[src/mtep_pkg.sv]
`default_nettype none
// ----------------------------------------------------------------------------
// MIDI track event parser package
// Shared types and codes for the track-chunk parser: parser phases, event
// classes, status byte codes and the per-byte result record.
// ----------------------------------------------------------------------------
package mtep_pkg;

    typedef enum logic [3:0] {
        PH_DELTA,
        PH_CMD,
        PH_VOICE_DATA,
        PH_SKIP,
        PH_SYSEX_LEN,
        PH_META_TYPE,
        PH_META_LEN,
        PH_BULK_DATA,
        PH_ERROR
    } t_phase;

    localparam logic [1:0] CLASS_VOICE   = 2'd0;
    localparam logic [1:0] CLASS_RUNNING = 2'd1;
    localparam logic [1:0] CLASS_SYSEX   = 2'd2;
    localparam logic [1:0] CLASS_META    = 2'd3;

    localparam logic [2:0] CMD_PROGRAM  = 3'd5;
    localparam logic [2:0] CMD_PRESSURE = 3'd6;

    localparam logic [7:0] ST_SYSEX     = 8'hF0;
    localparam logic [7:0] ST_SONG_POS  = 8'hF2;
    localparam logic [7:0] ST_SONG_SEL  = 8'hF3;
    localparam logic [7:0] ST_SYSEX_ESC = 8'hF7;
    localparam logic [7:0] ST_RT_FIRST  = 8'hF8;
    localparam logic [7:0] ST_RT_LAST   = 8'hFE;
    localparam logic [7:0] ST_META      = 8'hFF;

    localparam int OUT_LEN_BITS  = 28;
    localparam int OUT_TIME_BITS = 32;

    typedef struct packed {
        logic                     event_start;
        logic [1:0]               event_class;
        logic [3:0]               channel;
        logic [2:0]               voice_command;
        logic [7:0]               type_byte;
        logic [OUT_LEN_BITS-1:0]  declared_length;
        logic [OUT_TIME_BITS-1:0] event_time;
        logic                     data_valid;
        logic [7:0]               data_byte;
        logic                     data_last;
        logic                     parse_error;
    } t_result;

    typedef struct packed {
        logic advance;
        logic clear;
    } t_time_ctl;

endpackage
`default_nettype wire

[src/mtep_time_unit.sv]
`default_nettype none
// ----------------------------------------------------------------------------
// MIDI track event parser time unit
// Collects the variable-length delta time and keeps the absolute track time,
// both saturating to all ones.
// ----------------------------------------------------------------------------
module mtep_time_unit #(
    parameter int TIME_BITS = 32
) (
    input  wire                                  i_clk,
    input  wire                                  i_rst_n,
    input  mtep_pkg::t_time_ctl                  i_ctl,
    input  wire  [7:0]                           i_track_byte,
    output logic [mtep_pkg::OUT_TIME_BITS-1:0]   o_event_time
);

    localparam int EXT_BITS = (TIME_BITS > mtep_pkg::OUT_TIME_BITS) ?
                              TIME_BITS : mtep_pkg::OUT_TIME_BITS;

    logic [TIME_BITS-1:0] r_delta;
    logic [TIME_BITS-1:0] r_time;
    logic [TIME_BITS-1:0] n_delta;
    logic [TIME_BITS-1:0] n_time;
    logic [TIME_BITS-1:0] w_push;
    logic [TIME_BITS:0]   w_sum;
    logic [EXT_BITS-1:0]  w_time_ext;

    always_comb begin
        if (|r_delta[TIME_BITS-1 -: 7]) begin
            w_push = '1;
        end else begin
            w_push = {r_delta[TIME_BITS-8:0], i_track_byte[6:0]};
        end
        w_sum   = {1'b0, r_time} + {1'b0, w_push};
        n_delta = r_delta;
        n_time  = r_time;
        if (i_ctl.clear) begin
            n_delta = '0;
            n_time  = '0;
        end else if (i_ctl.advance) begin
            if (i_track_byte[7]) begin
                n_delta = w_push;
            end else begin
                n_delta = '0;
                n_time  = w_sum[TIME_BITS] ? '1 : w_sum[TIME_BITS-1:0];
            end
        end
    end

    always_ff @(posedge i_clk) begin
        if (!i_rst_n) begin
            r_delta <= '0;
            r_time  <= '0;
        end else begin
            r_delta <= n_delta;
            r_time  <= n_time;
        end
    end

    assign w_time_ext   = EXT_BITS'(r_time);
    assign o_event_time = w_time_ext[mtep_pkg::OUT_TIME_BITS-1:0];

endmodule
`default_nettype wire

[src/mtep_core.sv]
`default_nettype none
// ----------------------------------------------------------------------------
// MIDI track event parser core
// Phase state machine: status decode, running status, sysex and meta counts,
// data byte tracking and the sticky error. Builds one result per byte.
// ----------------------------------------------------------------------------
module mtep_core #(
    parameter int LEN_BITS = 28
) (
    input  wire                                 i_clk,
    input  wire                                 i_rst_n,
    input  wire                                 i_step,
    input  wire                                 i_restart,
    input  wire  [7:0]                          i_track_byte,
    input  wire  [mtep_pkg::OUT_TIME_BITS-1:0]  i_event_time,
    output mtep_pkg::t_time_ctl                 o_time_ctl,
    output mtep_pkg::t_result                   o_result
);

    localparam int EXT_BITS = (LEN_BITS > mtep_pkg::OUT_LEN_BITS) ?
                              LEN_BITS : mtep_pkg::OUT_LEN_BITS;

    mtep_pkg::t_phase  r_phase,     n_phase;
    logic [2:0]        r_last_cmd,  n_last_cmd;
    logic [3:0]        r_last_ch,   n_last_ch;
    logic [1:0]        r_voice_len, n_voice_len;
    logic [LEN_BITS-1:0] r_remain,  n_remain;
    logic [LEN_BITS-1:0] r_len_acc, n_len_acc;
    logic [7:0]        r_held_type, n_held_type;

    logic                b_hi;
    logic [2:0]          w_cmd;
    logic [1:0]          w_vlen;
    logic [1:0]          w_run_left;
    logic [LEN_BITS-1:0] w_len_push;
    logic [LEN_BITS-1:0] w_remain_dec;
    logic [EXT_BITS-1:0] w_push_ext;
    mtep_pkg::t_result   w_res;

    assign b_hi         = i_track_byte[7];
    assign w_cmd        = i_track_byte[6:4] + 3'd1;
    assign w_vlen       = (w_cmd == mtep_pkg::CMD_PROGRAM ||
                           w_cmd == mtep_pkg::CMD_PRESSURE) ? 2'd1 : 2'd2;
    assign w_run_left   = r_voice_len - 2'd1;
    assign w_remain_dec = r_remain - LEN_BITS'(1);
    assign w_len_push   = (|r_len_acc[LEN_BITS-1 -: 7]) ? '1 :
                          {r_len_acc[LEN_BITS-8:0], i_track_byte[6:0]};
    assign w_push_ext   = EXT_BITS'(w_len_push);

    always_comb begin
        n_phase     = r_phase;
        n_last_cmd  = r_last_cmd;
        n_last_ch   = r_last_ch;
        n_voice_len = r_voice_len;
        n_remain    = r_remain;
        n_len_acc   = r_len_acc;
        n_held_type = r_held_type;
        w_res       = '0;

        if (i_restart) begin
            n_phase     = mtep_pkg::PH_DELTA;
            n_last_cmd  = '0;
            n_last_ch   = '0;
            n_voice_len = '0;
            n_remain    = '0;
            n_len_acc   = '0;
            n_held_type = '0;
        end else begin
            unique case (r_phase)
                mtep_pkg::PH_DELTA: begin
                    if (!b_hi) begin
                        n_phase = mtep_pkg::PH_CMD;
                    end
                end
                mtep_pkg::PH_CMD: begin
                    if (b_hi && i_track_byte[6:4] != 3'b111) begin
                        n_last_cmd  = w_cmd;
                        n_last_ch   = i_track_byte[3:0];
                        n_voice_len = w_vlen;
                        n_remain    = LEN_BITS'(w_vlen);
                        n_phase     = mtep_pkg::PH_VOICE_DATA;
                        w_res.event_start     = 1'b1;
                        w_res.event_class     = mtep_pkg::CLASS_VOICE;
                        w_res.channel         = i_track_byte[3:0];
                        w_res.voice_command   = w_cmd;
                        w_res.declared_length = mtep_pkg::OUT_LEN_BITS'(w_vlen);
                        w_res.event_time      = i_event_time;
                    end else if (b_hi) begin
                        n_voice_len = '0;
                        unique case (i_track_byte) inside
                            [mtep_pkg::ST_RT_FIRST:mtep_pkg::ST_RT_LAST]: begin
                                n_phase = mtep_pkg::PH_DELTA;
                            end
                            mtep_pkg::ST_SYSEX, mtep_pkg::ST_SYSEX_ESC: begin
                                n_last_cmd  = '0;
                                n_held_type = i_track_byte;
                                n_len_acc   = '0;
                                n_phase     = mtep_pkg::PH_SYSEX_LEN;
                            end
                            mtep_pkg::ST_META: begin
                                n_last_cmd = '0;
                                n_phase    = mtep_pkg::PH_META_TYPE;
                            end
                            mtep_pkg::ST_SONG_POS: begin
                                n_last_cmd = '0;
                                n_remain   = LEN_BITS'(2);
                                n_phase    = mtep_pkg::PH_SKIP;
                            end
                            mtep_pkg::ST_SONG_SEL: begin
                                n_last_cmd = '0;
                                n_remain   = LEN_BITS'(1);
                                n_phase    = mtep_pkg::PH_SKIP;
                            end
                            default: begin
                                n_last_cmd = '0;
                                n_phase    = mtep_pkg::PH_DELTA;
                            end
                        endcase
                    end else if (r_voice_len != 2'd0 && r_last_cmd != 3'd0) begin
                        w_res.event_start     = 1'b1;
                        w_res.event_class     = mtep_pkg::CLASS_RUNNING;
                        w_res.channel         = r_last_ch;
                        w_res.voice_command   = r_last_cmd;
                        w_res.declared_length = mtep_pkg::OUT_LEN_BITS'(r_voice_len);
                        w_res.event_time      = i_event_time;
                        w_res.data_valid      = 1'b1;
                        w_res.data_byte       = i_track_byte;
                        w_res.data_last       = (w_run_left == 2'd0);
                        n_remain = LEN_BITS'(w_run_left);
                        n_phase  = (w_run_left == 2'd0) ? mtep_pkg::PH_DELTA :
                                                          mtep_pkg::PH_VOICE_DATA;
                    end
                end
                mtep_pkg::PH_VOICE_DATA, mtep_pkg::PH_BULK_DATA: begin
                    if ((b_hi && r_phase == mtep_pkg::PH_VOICE_DATA) ||
                        r_remain == '0) begin
                        n_phase = mtep_pkg::PH_ERROR;
                    end else begin
                        n_remain         = w_remain_dec;
                        w_res.data_valid = 1'b1;
                        w_res.data_byte  = i_track_byte;
                        w_res.data_last  = (w_remain_dec == '0);
                        if (w_remain_dec == '0) begin
                            n_phase = mtep_pkg::PH_DELTA;
                        end
                    end
                end
                mtep_pkg::PH_SKIP: begin
                    if (b_hi || r_remain == '0) begin
                        n_phase = mtep_pkg::PH_ERROR;
                    end else begin
                        n_remain = w_remain_dec;
                        if (w_remain_dec == '0) begin
                            n_phase = mtep_pkg::PH_DELTA;
                        end
                    end
                end
                mtep_pkg::PH_SYSEX_LEN, mtep_pkg::PH_META_LEN: begin
                    n_len_acc = w_len_push;
                    if (!b_hi) begin
                        n_remain = w_len_push;
                        n_phase  = (w_len_push != '0) ? mtep_pkg::PH_BULK_DATA :
                                                        mtep_pkg::PH_DELTA;
                        if (w_len_push != '0 || r_phase == mtep_pkg::PH_META_LEN) begin
                            w_res.event_start     = 1'b1;
                            w_res.event_class     = (r_phase == mtep_pkg::PH_META_LEN) ?
                                                    mtep_pkg::CLASS_META :
                                                    mtep_pkg::CLASS_SYSEX;
                            w_res.type_byte       = r_held_type;
                            w_res.declared_length =
                                w_push_ext[mtep_pkg::OUT_LEN_BITS-1:0];
                            w_res.event_time      = i_event_time;
                        end
                    end
                end
                mtep_pkg::PH_META_TYPE: begin
                    n_held_type = i_track_byte;
                    n_len_acc   = '0;
                    n_phase     = mtep_pkg::PH_META_LEN;
                end
                mtep_pkg::PH_ERROR: begin
                    n_phase = mtep_pkg::PH_ERROR;
                end
                default: begin
                    n_phase = mtep_pkg::PH_ERROR;
                end
            endcase
            w_res.parse_error = (n_phase == mtep_pkg::PH_ERROR);
        end
    end

    always_ff @(posedge i_clk) begin
        if (!i_rst_n) begin
            r_phase     <= mtep_pkg::PH_DELTA;
            r_last_cmd  <= '0;
            r_last_ch   <= '0;
            r_voice_len <= '0;
            r_remain    <= '0;
            r_len_acc   <= '0;
            r_held_type <= '0;
        end else if (i_step) begin
            r_phase     <= n_phase;
            r_last_cmd  <= n_last_cmd;
            r_last_ch   <= n_last_ch;
            r_voice_len <= n_voice_len;
            r_remain    <= n_remain;
            r_len_acc   <= n_len_acc;
            r_held_type <= n_held_type;
        end
    end

    assign o_time_ctl.advance = i_step && !i_restart && (r_phase == mtep_pkg::PH_DELTA);
    assign o_time_ctl.clear   = i_step && i_restart;
    assign o_result           = w_res;

    a_error_sticky: assert property (@(posedge i_clk) disable iff (!i_rst_n)
        (r_phase == mtep_pkg::PH_ERROR && !(i_step && i_restart))
        |=> (r_phase == mtep_pkg::PH_ERROR))
        else $error("parse error cleared without a new track");

    a_restart_clears: assert property (@(posedge i_clk) disable iff (!i_rst_n)
        (i_step && i_restart) |=> (r_phase == mtep_pkg::PH_DELTA && r_remain == '0 &&
                                   r_voice_len == 2'd0))
        else $error("new track did not clear parser state");

    a_voice_count: assert property (@(posedge i_clk) disable iff (!i_rst_n)
        (r_phase == mtep_pkg::PH_VOICE_DATA) |-> (r_voice_len != 2'd0 && r_remain != '0))
        else $error("voice data phase without a byte count");

endmodule
`default_nettype wire

[src/midi_track_event_parser.sv]
`default_nettype none
// ----------------------------------------------------------------------------
// MIDI track event parser
// Parses a standard MIDI file track chunk one byte per transaction.
//
// Input channel: i_valid / o_stall with i_kind and i_track_byte. Kind 1
// starts a new track and clears the parser and the absolute time; kind 0
// feeds the next chunk byte. Output channel: o_valid / i_stall with one
// result per input transaction: event start and fields, data byte with last
// marker, and the sticky parse error.
// A byte taken into the input register has its result loaded into the result
// register once that register is empty or the receiver takes its result.
// Throughput: one byte per cycle while the receiver does not stall; the
// whole phase update and decode sits between the input and result registers.
// When the receiver stalls, the result register holds and the input register
// still takes one more byte; o_stall rises only when both are full.
// Reset clears both valid flags, the parse phase and the track time.
// ----------------------------------------------------------------------------
module midi_track_event_parser #(
    parameter int TIME_BITS = 32,
    parameter int LEN_BITS  = 28
) (
    input  wire         i_clk,
    input  wire         i_rst_n,
    input  wire         i_valid,
    output logic        o_stall,
    input  wire         i_kind,
    input  wire  [7:0]  i_track_byte,
    output logic        o_valid,
    input  wire         i_stall,
    output logic        o_event_start,
    output logic [1:0]  o_event_class,
    output logic [3:0]  o_channel,
    output logic [2:0]  o_voice_command,
    output logic [7:0]  o_type_byte,
    output logic [27:0] o_declared_length,
    output logic [31:0] o_event_time,
    output logic        o_data_valid,
    output logic [7:0]  o_data_byte,
    output logic        o_data_last,
    output logic        o_parse_error
);

    logic              r_in_valid;
    logic              r_in_kind;
    logic [7:0]        r_in_byte;
    logic              r_out_valid;
    mtep_pkg::t_result r_out;

    logic                                w_adv;
    logic [mtep_pkg::OUT_TIME_BITS-1:0]  w_event_time;
    mtep_pkg::t_time_ctl                 w_time_ctl;
    mtep_pkg::t_result                   w_result;

    assign w_adv   = r_in_valid && (!r_out_valid || !i_stall);
    assign o_stall = r_in_valid && !w_adv;

    mtep_time_unit #(
        .TIME_BITS (TIME_BITS)
    ) u_time (
        .i_clk        (i_clk),
        .i_rst_n      (i_rst_n),
        .i_ctl        (w_time_ctl),
        .i_track_byte (r_in_byte),
        .o_event_time (w_event_time)
    );

    mtep_core #(
        .LEN_BITS (LEN_BITS)
    ) u_core (
        .i_clk        (i_clk),
        .i_rst_n      (i_rst_n),
        .i_step       (w_adv),
        .i_restart    (r_in_kind),
        .i_track_byte (r_in_byte),
        .i_event_time (w_event_time),
        .o_time_ctl   (w_time_ctl),
        .o_result     (w_result)
    );

    always_ff @(posedge i_clk) begin
        if (!i_rst_n) begin
            r_in_valid <= 1'b0;
        end else if (!o_stall) begin
            r_in_valid <= i_valid;
        end
    end

    always_ff @(posedge i_clk) begin
        if (!o_stall) begin
            r_in_kind <= i_kind;
            r_in_byte <= i_track_byte;
        end
    end

    always_ff @(posedge i_clk) begin
        if (!i_rst_n) begin
            r_out_valid <= 1'b0;
        end else if (w_adv) begin
            r_out_valid <= 1'b1;
        end else if (!i_stall) begin
            r_out_valid <= 1'b0;
        end
    end

    always_ff @(posedge i_clk) begin
        if (w_adv) begin
            r_out <= w_result;
        end
    end

    assign o_valid           = r_out_valid;
    assign o_event_start     = r_out.event_start;
    assign o_event_class     = r_out.event_class;
    assign o_channel         = r_out.channel;
    assign o_voice_command   = r_out.voice_command;
    assign o_type_byte       = r_out.type_byte;
    assign o_declared_length = r_out.declared_length;
    assign o_event_time      = r_out.event_time;
    assign o_data_valid      = r_out.data_valid;
    assign o_data_byte       = r_out.data_byte;
    assign o_data_last       = r_out.data_last;
    assign o_parse_error     = r_out.parse_error;

    a_adv_fills_out: assert property (@(posedge i_clk) disable iff (!i_rst_n)
        w_adv |=> o_valid)
        else $error("advanced transaction produced no result");

    a_stall_needs_full_out: assert property (@(posedge i_clk) disable iff (!i_rst_n)
        o_stall |-> (o_valid && i_stall))
        else $error("input stalled while result register could take data");

    a_held_input_kept: assert property (@(posedge i_clk) disable iff (!i_rst_n)
        (r_in_valid && !w_adv) |=> (r_in_valid && $stable(r_in_byte) && $stable(r_in_kind)))
        else $error("held input transaction was lost");

endmodule
`default_nettype wire

[config.mk]
export PLATFORM = sky130hd
export DESIGN_NAME = midi_track_event_parser
export DESIGN_NICKNAME = d
export VERILOG_FILES = /design/src/mtep_pkg.sv /design/src/mtep_time_unit.sv /design/src/mtep_core.sv /design/src/midi_track_event_parser.sv
export SDC_FILE = /design/constraint.sdc
export NUM_CORES = 1
export LEC_CHECK = 0
export BUFFER_PORTS_ARGS = -buffer_cell sky130_fd_sc_hd__clkbuf_2
export CORE_ASPECT_RATIO = 0.75
export CORE_MARGIN = 2
export CORE_UTILIZATION = 62
export CTS_BUF_LIST = sky130_fd_sc_hd__clkbuf_2
export CTS_CLUSTER_DIAMETER = 40
export DETAILED_ROUTE_END_ITERATION = 6
export GPL_TIMING_DRIVEN = 0
export PLACE_DENSITY_LB_ADDON = 0.12
export SLEW_MARGIN = 25
export SYNTH_ARGS = -nofsm -noshare
export SYNTH_HDL_FRONTEND = slang
export SYNTH_SLANG_ARGS = --single-unit
[constraint.sdc]
create_clock -name i_clk -period 4.6 [get_ports i_clk]
set_clock_uncertainty 0.1 [all_clocks]
set_input_delay 0.23 -clock i_clk [delete_from_list [all_inputs] [get_ports i_clk]]
set_output_delay 0.23 -clock i_clk [all_outputs]
set_load 0.01 [all_outputs]
# [After elaboration in Yosys (flattened, before gate mapping)]
# Index checks and enable logic that the tools add are counted.
# W data, S select, Z words.
[op_classes] n_eq_ne=26 magnitude_cmp=2 reduce_logical=47 n_mux=68 addsub=4 bitwise=5
[op_table] op="$mux W28" count=12
[op_table] op="$mux W60" count=3
[op_table] op="$pmux W60 S2" count=1
[op_table] op="$pmux W28 S4" count=1
[op_table] op="$mux W32" count=3
[op_table] op="$pmux W28 S3" count=1
[op_table] op="$mux W70" count=1
[op_table] op="$logic_not A28 Y1" count=2
[op_table] op="$pmux W28 S2" count=1
[op_table] op="$mux W4" count=13
[op_table] op="$mux W10" count=5
[op_table] op="$mux W44" count=1
[op_table] op="$eq A8 B8 Y1 const B" count=5
[op_table] op="$add A32 B32 Y33" count=1
[op_table] op="$mux W8" count=4
[op_table] op="$reduce_bool A28 Y1" count=1
[op_table] op="$sub A28 B1 Y28 const B" count=1
[op_table] op="$mux W3" count=8
[op_table] op="$pmux W4 S6" count=1
[op_table] op="$ne A3 B3 Y1 const B" count=7
[op_table] op="$pmux W10 S2" count=1
[op_table] op="$eq A4 B3 Y1 const B" count=4
[op_table] op="$pmux W8 S2" count=1
[op_table] op="$reduce_or A7 Y1" count=2
[op_table] op="33 further kinds" count=72
[totals] elab_cells=176 regBits=241 input_bits=13 out_inout_bits=91

# [Longest topological paths before layout]
[logic_depth] depth_word=9 ltp_mapped=14 depth_no_buf=13

# [By module]
# Synthesis repeated with hierarchy kept, for this count alone.
[unflattened] hier_cells=1427 area_unflattened_um2=12829.8
[by_module_without_submodules] module="mtep_core" n_inst=1 area_each_um2=5391.4 cells_per_inst=771 seq_area_each_um2=1541.5
[by_module_without_submodules] module="mtep_time_unit" n_inst=1 area_each_um2=4415.5 cells_per_inst=550 seq_area_each_um2=1281.2
[by_module_without_submodules] module="midi_track_event_parser" n_inst=1 area_each_um2=3022.9 cells_per_inst=106 seq_area_each_um2=2982.9

# [Least setup slack after synthesis]
# Ideal clock, no wire load.
[synth_path] kind="flip-flop to flip-flop" start="register r_out_valid (netlist: o_valid)" end="register u_core.r_len_acc[15]" path_slack_ns=0.294 period_less_slack_ns=4.306 setup_ns=0.065 t_arrival_ns=4.141 required_time_ns=4.435 stages_incl_launch_ff=12 path_buffers=2 path_cell_list="dfxtp_1 -> nand2_1 -> nand2_1 -> inv_1 -> o21ai_0 -> a21oi_2 -> nor2_1 -> buf_2 -> buf_2 -> nor3_1 -> a21oi_1 -> nor2b_1"
[synth_via] elab_chain_len=4
[synth_rtl] item="start: declaration" line="midi_track_event_parser.sv:47" source="logic r_out_valid;"
[synth_rtl] item="start signal: assignment" line="midi_track_event_parser.sv:98" source="r_out_valid <= 1'b0;"
[synth_rtl] item="start signal: assignment" line="midi_track_event_parser.sv:100" source="r_out_valid <= 1'b1;"
[synth_rtl] item="start signal: assignment" line="midi_track_event_parser.sv:102" source="r_out_valid <= 1'b0;"
[synth_rtl] item="$logic_not A1 Y1" line="midi_track_event_parser.sv:55" source="assign w_adv = r_in_valid && (!r_out_valid || !i_stall);"
[synth_rtl] item="$logic_or A1 B1 Y1" line="midi_track_event_parser.sv:55"
[synth_rtl] item="$logic_and A1 B1 Y1" line="midi_track_event_parser.sv:55"
[synth_rtl] item="net u_core.i_step" line="mtep_core.sv:12" source="input wire i_step,"
[synth_rtl] item="$reduce_and A5 Y1 (no source line)"
[synth_rtl] item="end signal: assignment" line="mtep_core.sv:207" source="r_len_acc <= n_len_acc;"
[synth_rtl] item="end: declaration" line="mtep_core.sv:28" source="logic [LEN_BITS-1:0] r_len_acc, n_len_acc;"
# The timed path passes the listed nets, and every way through them passes these cells.
# A chain may end at the register's enable or synchronous reset.

# [Final worst setup path]
[layout_path] start="register u_time.r_delta[28]" end="register u_time.r_time[5] (netlist: u_time.o_event_time[5])"
[layout_via] elab_chain_len=4
[layout_rtl] item="start: declaration" line="mtep_time_unit.sv:20" source="logic [TIME_BITS-1:0] r_delta;"
[layout_rtl] item="start signal: assignment" line="mtep_time_unit.sv:55" source="r_delta <= n_delta;"
[layout_rtl] item="$reduce_or A7 Y1" line="mtep_time_unit.sv:29" source="if (|r_delta[TIME_BITS-1 -: 7]) begin"
[layout_rtl] item="$mux W32" line="mtep_time_unit.sv:29"
[layout_rtl] item="$add A32 B32 Y33" line="mtep_time_unit.sv:34" source="w_sum = {1'b0, r_time} + {1'b0, w_push};"
[layout_rtl] item="$mux W32" line="mtep_time_unit.sv:45" source="n_time = w_sum[TIME_BITS] ? '1 : w_sum[TIME_BITS-1:0];"
[layout_rtl] item="end signal: assignment" line="mtep_time_unit.sv:56" source="r_time <= n_time;"
[layout_rtl] item="end: declaration" line="mtep_time_unit.sv:21" source="logic [TIME_BITS-1:0] r_time;"
# Every way passes these cells.

==> impl_metrics.json <==
{
  "finalMaxSlewViolations": 0,
  "synth.distinct_cells": 78,
  "start_util_pct": 62.9,
  "htree_levels": 2,
  "yosysSeqAreaShare_pct": 45.9,
  "syn_area_mm2": 0.0126,
  "synth_warnings": 0,
  "hold_path.class": "in2reg",
  "grt_first_pass_wirelength_um": 57300,
  "rows": 45,
  "p_switching_mw": 1.18,
  "final_core_util_pct": 70.7,
  "nNetsFinal": 1649,
  "endpoint_kind": "flop",
  "synthArstFlopShare_pct": 0,
  "comb_power_share_pct": 9.4,
  "crit_family": "simple AND/OR/NAND/NOR gates",
  "synth_top_family_by_area": "simple AND/OR/NAND/NOR gates",
  "grt_overflow_total": 0,
  "track_usage_pct": 34.0,
  "dp_hpwl_um": 26600,
  "period_share_pct": 93.9,
  "initialDrtViolationCount": 1687,
  "worst_setup_path_start_kind": "flop",
  "status": "finished clean",
  "cts.clk_slew.worst_paths_ns": 0.13,
  "avgSynthCellArea_um2": 8.90,
  "synth_top_flop_cell": "dfxtp_1",
  "die_h_um": 128,
  "synth.mux.area_fraction_pct": 1.03,
  "syn_inst": 1420,
  "leakagePower_nw": 5.57,
  "dp_slack_ns": -0.000293,
  "via_per_inst": 6.20,
  "grt_util_met1_pct": 54.9,
  "arrival_ns": 5.01,
  "p_sw_share_pct": 29.2,
  "multi_input_area_mm2": 0.00635,
  "antenna_found_initial": 1,
  "cp_slowest_cell": "o31a_1",
  "synth-seq-cells": 241,
  "synthAdderAreaFrac_pct": 4.02,
  "clk_path_buf_depth": 3,
  "tritoncts": "built",
  "layout_commonest_cell": "clkbuf_2",
  "grt_max_degree": 70,
  "max_freq_mhz": 231,
  "max_stage_delay_ns": 0.40,
  "fp.dieW_um": 169,
  "path_max_fanout": 10,
  "synth-simple-area-share_pct": 25.2,
  "route.detailed.drc": 0,
  "synth_xor_area_share_pct": 2.70,
  "synth_nets": 1473,
  "tightest_slew_ns": 0.874,
  "syn_to_final_growth_pct": 12.4,
  "rsz0062_at_grt": "false",
  "synth_compound_area_share_pct": 17.2,
  "path_cells": "nor4_1, nand2_1, clkbuf_1, or2_2, ha_1, buf_1, nand4_1, or2_1, o31a_1, a21oi_2, nor4_2, o311a_1, clkbuf_2, a21oi_1",
  "p_seq_share_pct": 56.9,
  "final_cell_mix": "181 x clkbuf_2, 143 x dfxtp_1, 139 x a21oi_1, 120 x nor2_1, 98 x edfxtp_1",
  "p_per_area_mw_per_mm2": 284,
  "ir_drop_mv": 0.160,
  "maxCapViolations": 0,
  "crit_required_ns": 5.29,
  "p_clk_share_pct": 33.7,
  "wl_per_cell_um": 19.6,
  "path_class": "reg2reg",
  "grtUsageMet3_pct": 7.34,
  "setup_viol": 0,
  "setup_slack_ns": 0.279,
  "fillerInstances": 1612,
  "drive_gt1_share_pct": 16.1,
  "finalHoldViolCount": 0,
  "synth-edff-count": 98,
  "intPower_mw": 2.86,
  "ios": 104,
  "cts.sinks": 241,
  "portBuffers": 102,
  "period_needed_ns": 4.32,
  "routed_wl_um": 37300,
  "dieArea_mm2": 0.0216,
  "register_area_mm2": 0.00581,
  "grtUsageMet2_pct": 45.7,
  "ant_nets": 0,
  "holdWs_ns": 0.0674,
  "insertion_delay_ns": 0.88,
  "grt-busiest-layer": "met1",
  "num_vias": 11800,
  "gp_congestion": 1.00,
  "grt_pass1_vias": 10400,
  "numCtsBuffers": 55,
  "max_slew_margin_pct": 41.2,
  "core_mm2": 0.0201,
  "crit_buf_inv": 3,
  "root_buffer": "clkbuf_2",
  "first_pass_iters": 7
}
-- sequential cells by signal (all words and copies together), names as in the netlist, 3 cells and up --
| name | count |
|---|---|
| o_event_time | 32 |
| u_time.o_event_time | 32 |
| u_time.r_delta | 32 |
| o_declared_length | 28 |
| u_core.r_len_acc | 28 |
| u_core.r_remain | 28 |
| o_data_byte | 8 |
| o_type_byte | 8 |
| r_in_byte | 8 |
| u_core.r_held_type | 8 |
| o_channel | 4 |
| u_core.r_last_ch | 4 |
| u_core.r_phase | 4 |
| o_voice_command | 3 |
| u_core.r_last_cmd | 3 |
-- cell usage after synthesis, drive strengths merged, types with 21 or more instances --
cell type	count	area, µm²
edfxtp	98	2940
o21ai	91	455
clkbuf	77	289
ha	39	488
nor3	60	322
and2	58	363
buf	23	105
nand3	58	295
nor2b	67	419
a21oi	142	714
nand2	94	353
inv	26	97.6
or2	40	250
dfxtp	143	2860
nor2	120	450
xor2	21	184
-- final timing paths --
check	depth (start not counted)	slack (ns)	from	endpoint
worst min-delay path	2	0.07	i_track_byte[6]	r_in_byte[6]
worst max register to register	14	0.28	u_time.r_delta[28]	u_time.o_event_time[5]
worst max-delay path	14	0.28	u_time.r_delta[28]	u_time.o_event_time[5]
worst min register to register	2	0.36	u_time.r_delta[26]	u_time.r_delta[26]
-- through the flow --
step	power [mW]	TNS, ns	instances	instance area [µm²]
3_5_place_dp	2.70	-0.000293	1781	13500
4_1_cts	4.03	0	1903	14200
3_3_place_gp	2.69	-34.67	1780	13500
2_1_floorplan	2.57	0	1420	12600
5_1_grt	4.19	0	1902	14200
6_report	4.03	0	1902	14200
-- cell type report --
type                    count  area share [%]
plain buffers              96            2.70
repair buffers            123            5.18
clock inverters            28           0.819
well taps                 258            2.27
inverters                  26           0.722
clock buffers              76            2.68
flip-flops and latches    241            40.9
diodes                      1          0.0176
multi-input cells        1053            44.7
-- logic make-up after synthesis --
logic type	count (synthesis)
flip-flops	241
AND/OR/NAND/NOR	598
AO/OA/AOI/OAI	363
multiplexers	13
buffers and inverters	126
adder cells (fa/ha/maj)	40
XOR/XNOR	39
-- repair_timing --
item                                    4_1_cts  5_1_grt
endpoints found under the setup margin        2       30
gates resized for setup                       1        7
pin swaps                                     0        1
endpoints found under the hold margin        35        1
hold buffers                                 18        1
buffers inserted                              0        1
-- layer usage --
metal  routed length [µm]  share of wire [%]  vias to the layer above
met5                    0                  0                        -
met4                  574                1.5                        0
met3                 4770                 13                       60
met2                14800                 40                      737
met1                17200                 46                     5492
li1                     -                  -                     5505
-- power groups by stage --
stage | Clock (mW) | Sequential, mW | Combinational, mW
2_1_floorplan | 0 | 2.35 | 0.216
3_3_place_gp | 0 | 2.35 | 0.343
3_5_place_dp | 0 | 2.34 | 0.353
4_1_cts | 1.37 | 2.29 | 0.367
5_1_grt | 1.48 | 2.30 | 0.406
6_report | 1.36 | 2.30 | 0.377
No activity file was read; power rests on OpenSTA's default activity.
